===== config.mk =====
export PLATFORM = sky130hd
export DESIGN_NAME = esd_sqrt
export DESIGN_NICKNAME = d
export VERILOG_FILES = /design/src/rtl/assert_macros.svh /design/src/rtl/esd_pkg.sv /design/src/rtl/esd_sqrt.sv
export SDC_FILE = /design/constraint.sdc
export NUM_CORES = 2
export LEC_CHECK = 0
export BUFFER_PORTS_ARGS = -buffer_cell sky130_fd_sc_hd__buf_2
export CAP_MARGIN = 40
export CORE_UTILIZATION = 37
export CTS_CLUSTER_DIAMETER = 150
export CTS_CLUSTER_SIZE = 12
export DETAILED_ROUTE_END_ITERATION = 7
export HOLD_SLACK_MARGIN = 0.03
export PLACE_DENSITY = 0.56
export SLEW_MARGIN = 10
export SYNTH_ARGS = -nofsm -noshare
export SYNTH_HDL_FRONTEND = slang
export SYNTH_SLANG_ARGS = --single-unit

===== constraint.sdc =====
create_clock -name clk -period 5.81 [get_ports clk]
set_input_delay 1.162 -clock clk [delete_from_list [all_inputs] [get_ports clk]]
set_output_delay 1.162 -clock clk [all_outputs]
set_load 0.05 [all_outputs]

===== src/rtl/assert_macros.svh =====
// Assertion macros for the RTL.
`ifndef ASSERT_MACROS_SVH
`define ASSERT_MACROS_SVH
`ifndef SYNTHESIS
`define ESD_ASSERT_IMP(label, clk, rst_n, a, c) \
    label: assert property (@(posedge clk) disable iff (!rst_n) (a) |-> (c)) \
        else $error("assertion failed");
`define ESD_ASSERT_NEXT(label, clk, rst_n, a, c) \
    label: assert property (@(posedge clk) disable iff (!rst_n) (a) |=> (c)) \
        else $error("assertion failed");
`else
`define ESD_ASSERT_IMP(label, clk, rst_n, a, c)
`define ESD_ASSERT_NEXT(label, clk, rst_n, a, c)
`endif
`endif


===== src/rtl/esd_pkg.sv =====
package esd_pkg;

    localparam int unsigned EdgesDefault = 8192;
    localparam logic [31:0] DefStiffReset = 32'd65536000;
    localparam logic [31:0] StrengthReset = 32'd3276800;
    localparam logic [15:0] DmgScaleReset = 16'd1049;
    localparam logic [23:0] LenEps = 24'd7;
    localparam logic [31:0] OneQ16 = 32'd65536;

    localparam int unsigned SqrtSteps = 25;
    localparam int unsigned DivSteps = 56;

    typedef enum logic [1:0] {
        OP_LOAD  = 2'd0,
        OP_EVAL  = 2'd1,
        OP_BREAK = 2'd2,
        OP_NONE  = 2'd3
    } op_t;

    typedef enum logic [1:0] {
        CFG_DEF_STIFF = 2'd0,
        CFG_STRENGTH  = 2'd1,
        CFG_DMG_SCALE = 2'd2,
        CFG_NONE      = 2'd3
    } cfg_idx_t;

    typedef struct packed {
        logic [1:0]         op;
        logic [12:0]        edge_req;
        logic signed [23:0] dx;
        logic signed [23:0] dy;
        logic signed [23:0] dz;
        logic [31:0]        stiff_in;
    } in_beat_t;

    typedef struct packed {
        logic [23:0]        length;
        logic signed [31:0] strain;
        logic [31:0]        stress;
        logic [31:0]        damage;
        logic               intact;
        logic               just_broke;
    } out_beat_t;

endpackage


===== src/rtl/esd_sqrt.sv =====
// Pipelined integer square root of a 50 bit value, one result bit per stage.
module esd_sqrt
    import esd_pkg::*;
#(
    parameter int unsigned TagW = 8
) (
    input  logic            clk,
    input  logic            rst_n,
    input  logic            en,
    input  logic [49:0]     radicand,
    input  logic [TagW-1:0] tag_in,
    output logic [24:0]     root,
    output logic [TagW-1:0] tag_out
);

    logic [49:0]     rem_reg  [SqrtSteps];
    logic [24:0]     root_reg [SqrtSteps];
    logic [TagW-1:0] tag_reg  [SqrtSteps];

    logic [49:0]     rem_cur   [SqrtSteps];
    logic [24:0]     root_cur  [SqrtSteps];
    logic [TagW-1:0] tag_cur   [SqrtSteps];
    logic [49:0]     rem_next  [SqrtSteps];
    logic [24:0]     root_next [SqrtSteps];

    always_comb
    begin
        rem_cur[0]  = radicand;
        root_cur[0] = '0;
        tag_cur[0]  = tag_in;
        for (int s = 1; s < SqrtSteps; s++)
        begin
            rem_cur[s]  = rem_reg[s-1];
            root_cur[s] = root_reg[s-1];
            tag_cur[s]  = tag_reg[s-1];
        end
    end

    always_comb
    begin
        logic [51:0] trial;
        logic [51:0] remw;
        for (int s = 0; s < SqrtSteps; s++)
        begin
            trial = ({25'd0, root_cur[s], 2'b01}) << (2 * (SqrtSteps - 1 - s));
            remw  = {2'b00, rem_cur[s]};
            if (remw >= trial)
            begin
                rem_next[s]  = 50'(remw - trial);
                root_next[s] = {root_cur[s][23:0], 1'b1};
            end
            else
            begin
                rem_next[s]  = rem_cur[s];
                root_next[s] = {root_cur[s][23:0], 1'b0};
            end
        end
    end

    always_ff @(posedge clk or negedge rst_n)
    begin
        if (!rst_n)
        begin
            for (int s = 0; s < SqrtSteps; s++)
                tag_reg[s] <= '0;
        end
        else if (en)
        begin
            for (int s = 0; s < SqrtSteps; s++)
                tag_reg[s] <= tag_cur[s];
        end
    end

    always_ff @(posedge clk)
    begin
        if (en)
        begin
            for (int s = 0; s < SqrtSteps; s++)
            begin
                rem_reg[s]  <= rem_next[s];
                root_reg[s] <= root_next[s];
            end
        end
    end

    assign root    = root_reg[SqrtSteps-1];
    assign tag_out = tag_reg[SqrtSteps-1];

    logic unused_rem;
    assign unused_rem = |rem_reg[SqrtSteps-1];

endmodule


**Yosys cells after proc, flatten, opt, wreduce, memory -nomap -nowiden**

Memories as Yosys holds them, arrays and structs flattened.
Index checks and enable logic that the tools add are counted.

- Bits in registers: 200
- Memories: 2
- Word-level logic and storage cells: 129
- RAM bits: 1875
- Bits of input ports: 61
- Output and inout port bits: 33

Memory list:

| memory | words | width | rd ports | clocked after memory_dff | write ports | line | source |
|---|---|---|---|---|---|---|---|
| rem_reg | 25 | 50 | 24 | 0 | 25 | esd_sqrt.sv:16 | `logic [49:0] rem_reg [SqrtSteps];` |
| root_reg | 25 | 25 | 25 | 0 | 25 | esd_sqrt.sv:17 | `logic [24:0] root_reg [SqrtSteps];` |

- Magnitude comparators: 25
- Mux-type cells: 52
- Add/sub/neg operators: 25

Operator list:

| kind | count |
|---|---|
| $mux W50 | 25 |
| $sub A50 B50 Y50 | 12 |
| $ge A50 B52 Y1 | 11 |
| $ge A50 B51 Y1 | 1 |
| $ge A50 B27 Y1 | 1 |
| $ge A50 B29 Y1 | 1 |
| $ge A50 B31 Y1 | 1 |
| $ge A50 B33 Y1 | 1 |
| $ge A50 B35 Y1 | 1 |
| $ge A50 B37 Y1 | 1 |
| $ge A50 B39 Y1 | 1 |
| $ge A50 B41 Y1 | 1 |
| $ge A50 B43 Y1 | 1 |
| $ge A50 B45 Y1 | 1 |
| $ge A50 B47 Y1 | 1 |
| $ge A50 B49 Y1 | 1 |
| $ge A50 B49 Y1 const B | 1 |
| $sub A50 B27 Y50 | 1 |
| $sub A50 B29 Y50 | 1 |
| $sub A50 B31 Y50 | 1 |
| $sub A50 B33 Y50 | 1 |
| $sub A50 B35 Y50 | 1 |
| $sub A50 B37 Y50 | 1 |
| $sub A50 B39 Y50 | 1 |
| other kinds (7) | 33 |

**Depth between registers and ports, before layout**

An unclocked memory read counts as a cell.

- Word-level depth: 3
- Mapped depth: 13
- Depth with buffers taken out: 11

**Worst setup path before layout**

No wires, ideal clock.

- Path type: register -> register
- From: memory rem_reg[19][10], in the netlist rem_reg[2][160]
- To: memory rem_reg[20][13], in the netlist rem_reg[2][213], data pin
- Setup time: 270 ps
- Period minus slack after synthesis: 3456 ps
- Data required time: 5540 ps
- Data arrival time: 3185 ps
- Slack: 2354 ps
- Stages on the path, launching flop included: 12
- Path through: edfxtp_1 -> ha_1 -> nor2b_1 -> o31a_1 -> o21ai_0 -> o311ai_0 -> a21boi_0 -> inv_1 -> clkbuf_1 -> buf_1 -> clkbuf_1 -> a21oi_1

RTL lines:

| item | line |
|---|---|
| start: declaration | esd_sqrt.sv:16 |

==> summary.txt <==
STATUS
-----------------------------------------------------------------------------
Outcome                                                             completed

SYNTHESIS
-----------------------------------------------------------------------------
Cell area after synthesis                                           80400 µm²
Sequential-to-total area share from yosys stat                          63.2%
Synthesized netlist net count                                            6597
EDFF count, synth                                                        1525
Synth async-reset ratio                                                 11.6%
Count of yosys warnings during synthesis                                    0
Number of synthesized register bits                                      1725
Largest cells by area after synthesis                            sky130_fd_sc_hd__edfxtp_1 (57%), sky130_fd_sc_hd__dfrtp_1 (6.2%), sky130_fd_sc_hd__ha_1 (5.4%)
Synth Instances                                                          6190
Unique masters post-synth                                                  87
Leading area contributor after synthesis                         sky130_fd_sc_hd__edfxtp_1
Commonest cells post-synth                                       sky130_fd_sc_hd__edfxtp_1 (1525), sky130_fd_sc_hd__inv_1 (448), sky130_fd_sc_hd__nor2_1 (367), sky130_fd_sc_hd__nand2_1 (353), sky130_fd_sc_hd__ha_1 (346)
Dominant synthesized flop cell                                   sky130_fd_sc_hd__edfxtp_1
Average cell area after synthesis                                    13.0 µm²
Area share of the leading cell type in the synthesized netlist          57.0%
Most repeated cell in the gate-level netlist after synthesis     sky130_fd_sc_hd__edfxtp_1

POWER
-----------------------------------------------------------------------------
Power per unit of standard cell area                               373 nW/µm²
Pleak                                                                 33.5 nW
Worst VDD drop                                                     0.000282 V

STA
-----------------------------------------------------------------------------
Final critical path time including I/O delays and setup               4.21 ns
Total Negative Setup Slacks                                              0 ns
Worst Hold Margin                                                    0.405 ns
# setup viols final                                                         0
Slew at the pin closest to its max-slew limit                         1.06 ns
Pins Over Slew Limit                                                        0
F_max                                                                 237 MHz
Clock skew                                                          0.0864 ns
Setup WS post-layout                                                  1.60 ns
Slew headroom                                                           29.6%
Final number of hold-violating endpoints                                    0
Post-route clock period utilization                                     72.5%
Setup repair after global routing missed its margin                     false

DETAILED ROUTING
-----------------------------------------------------------------------------
WL final                                                               173 mm
Violation count after the first detailed-route iteration                 3260
Total iterations of the first detailed-routing run                          5
Count of vias placed by the detailed router                             48000
Number of vias per cell                                                  5.18
Detail Route Antenna Nets                                                   0
Post-detailed-route wirelength per cell                               18.7 µm
Total DRC errors in the routed layout                                       0

FLOORPLANNING
-----------------------------------------------------------------------------
Die Wd                                                                 468 µm
FP Rows                                                                   170
Count of boundary I/O pins                                                 94
Die height                                                             468 µm
Core region area                                                   215000 µm²
DIE AREA                                                           219000 µm²
Initial standard-cell utilization of the core                           37.3%

GRT
-----------------------------------------------------------------------------
Number of global-route vias before repair                               48700
Grt total ovfl                                                              0
Initial antenna violation count                                             1
First-pass GRT wire length                                             272 mm
Pin count of the biggest net entering global routing                      160
All-Layer GR Usage                                                      15.7%

CLOCKING
-----------------------------------------------------------------------------
H-Tree Level Count                                                          4
Count of buffers added by post-CTS timing repair for setup                  0
Inserted Clock Buffers                                                    162
Root Driver                                                      sky130_fd_sc_hd__clkbuf_16
CTS max path bufs                                                           3
Clock slew at reported path FFs                                       0.06 ns
Count of hold buffers inserted by post-cts repair                           0
TritonCTS clock tree                                                    built
Clk sinks                                                                1725
Resized Gates After CTS                                                     0
Worst-skew pair later-pin latency                                     0.83 ns

WORST SETUP PATH
-----------------------------------------------------------------------------
Kind of capture point of the worst setup path                        register
Start-to-end type of the worst setup path                        register to register
Type of element launching the critical path                          register
Worst endpoint data arrival time                                      4.70 ns
Worst-path fanout max                                                      40
Data required time of the critical path                               6.29 ns
Reg2Reg Setup Slack                                                   1.60 ns

FINISH
-----------------------------------------------------------------------------
Layout overhead on the synthesized area                                 10.9%
Nets                                                                     6802
Fill count                                                              19900
Fraction of layout cells with a size suffix above 1                     10.1%
Number of flip-flops under the largest register name                     1200

FLOW RUN
-----------------------------------------------------------------------------
Max cap viols                                                               0

PLACE
-----------------------------------------------------------------------------
Total of buffers placed on input and output ports                          93
Place WS                                                              1.67 ns
Hpwl dp                                                                128 mm
Routability Congestion                                                  0.877

HOLD PATH
-----------------------------------------------------------------------------
Type of the tightest min-delay check                             register to register

-- stage by stage --
step | util [%] | power, mW | cells | instance area, µm²
global route | 41.4 | 35.0 | 9263 | 89200
finish | 41.4 | 33.3 | 9263 | 89200
CTS | 41.4 | 33.7 | 9262 | 89200
detailed placement | 39.3 | 23.9 | 9069 | 84600
floorplan | - | 21.7 | 6190 | 80400
global placement | 39.2 | 23.7 | 9050 | 84500
-- cell type report --
type / count / area (µm²) / area share [%]
Clock buffer: 176 / 4110 / 4.61
Sequential cell: 1725 / 50800 / 57.0
Inverter: 451 / 1690 / 1.90
Timing Repair Buffer: 167 / 1150 / 1.29
Antenna cell: 1 / 2.50 / 0.00281
Clock inverter: 17 / 458 / 0.514
Multi-Input combinational cell: 3888 / 27400 / 30.7
Tap cell: 2838 / 3550 / 3.98
-- routing by layer --
layer | up-vias | track usage (%) | wire, µm
li1 | 23500 | - | -
met1 | 23400 | 18.7 | 72800
met2 | 791 | 28.8 | 89800
met3 | 272 | 2.15 | 5290
met4 | 0 | 5.23 | 5080
met5 | - | 0 | 0
-- layout by cell type (no fill, tap or decap), drive strengths merged, types with 160 or more instances in the layout --
cell type and count:
edfxtp 1525, nand2 353, ha 346, dfrtp 200, a21oi 312, inv 452, nor4 205, xor2 244
buf 162, mux2 244, clkbuf 176, nor3 160, nor2 368, xnor2 268, o21ai 284
-- logic make-up after synthesis --
group,count (synthesis),synth area share [%]
AO/OA/AOI/OAI,1100,8.66
XOR/XNOR,512,5.58
adder cells (fa/ha/maj),346,5.38
buffers and inverters,577,2.76
flip-flops,1725,63.2
multiplexers,257,3.58
AND/OR/NAND/NOR,1673,10.9
-- report_power, final --
group          internal, mW  switching [mW]  leakage [nW]
registers              15.8            1.33          17.0
clock network          5.06            4.59          2.19
logic                  2.82            3.65          14.3
-- worst paths after layout --
kind | from | endpoint | cells after the start
min in group asynchronous | rst_n | tag_cur[35] | 1
setup / recovery | rem_reg[1][336] | rem_reg[1][395] | 8
setup reg to reg | rem_reg[1][336] | rem_reg[1][395] | 8
hold / removal | rem_reg[1][102] | rem_reg[1][152] | 0
max in group asynchronous | rst_n | tag_cur[41] | 2
hold reg to reg | rem_reg[1][102] | rem_reg[1][152] | 0
-- critical path, cell delays in order, from the launching register on --
cell                       delay, ns
sky130_fd_sc_hd__edfxtp_1       0.47
sky130_fd_sc_hd__or4_1          0.53
sky130_fd_sc_hd__or4_1          0.52
sky130_fd_sc_hd__or3_1          0.36
sky130_fd_sc_hd__or3_1          0.37
sky130_fd_sc_hd__or4_4          0.58
sky130_fd_sc_hd__nor2_4         0.70
sky130_fd_sc_hd__nor4_1         0.16
sky130_fd_sc_hd__xor2_1         0.18
No activity file was read; power rests on OpenSTA's default activity.
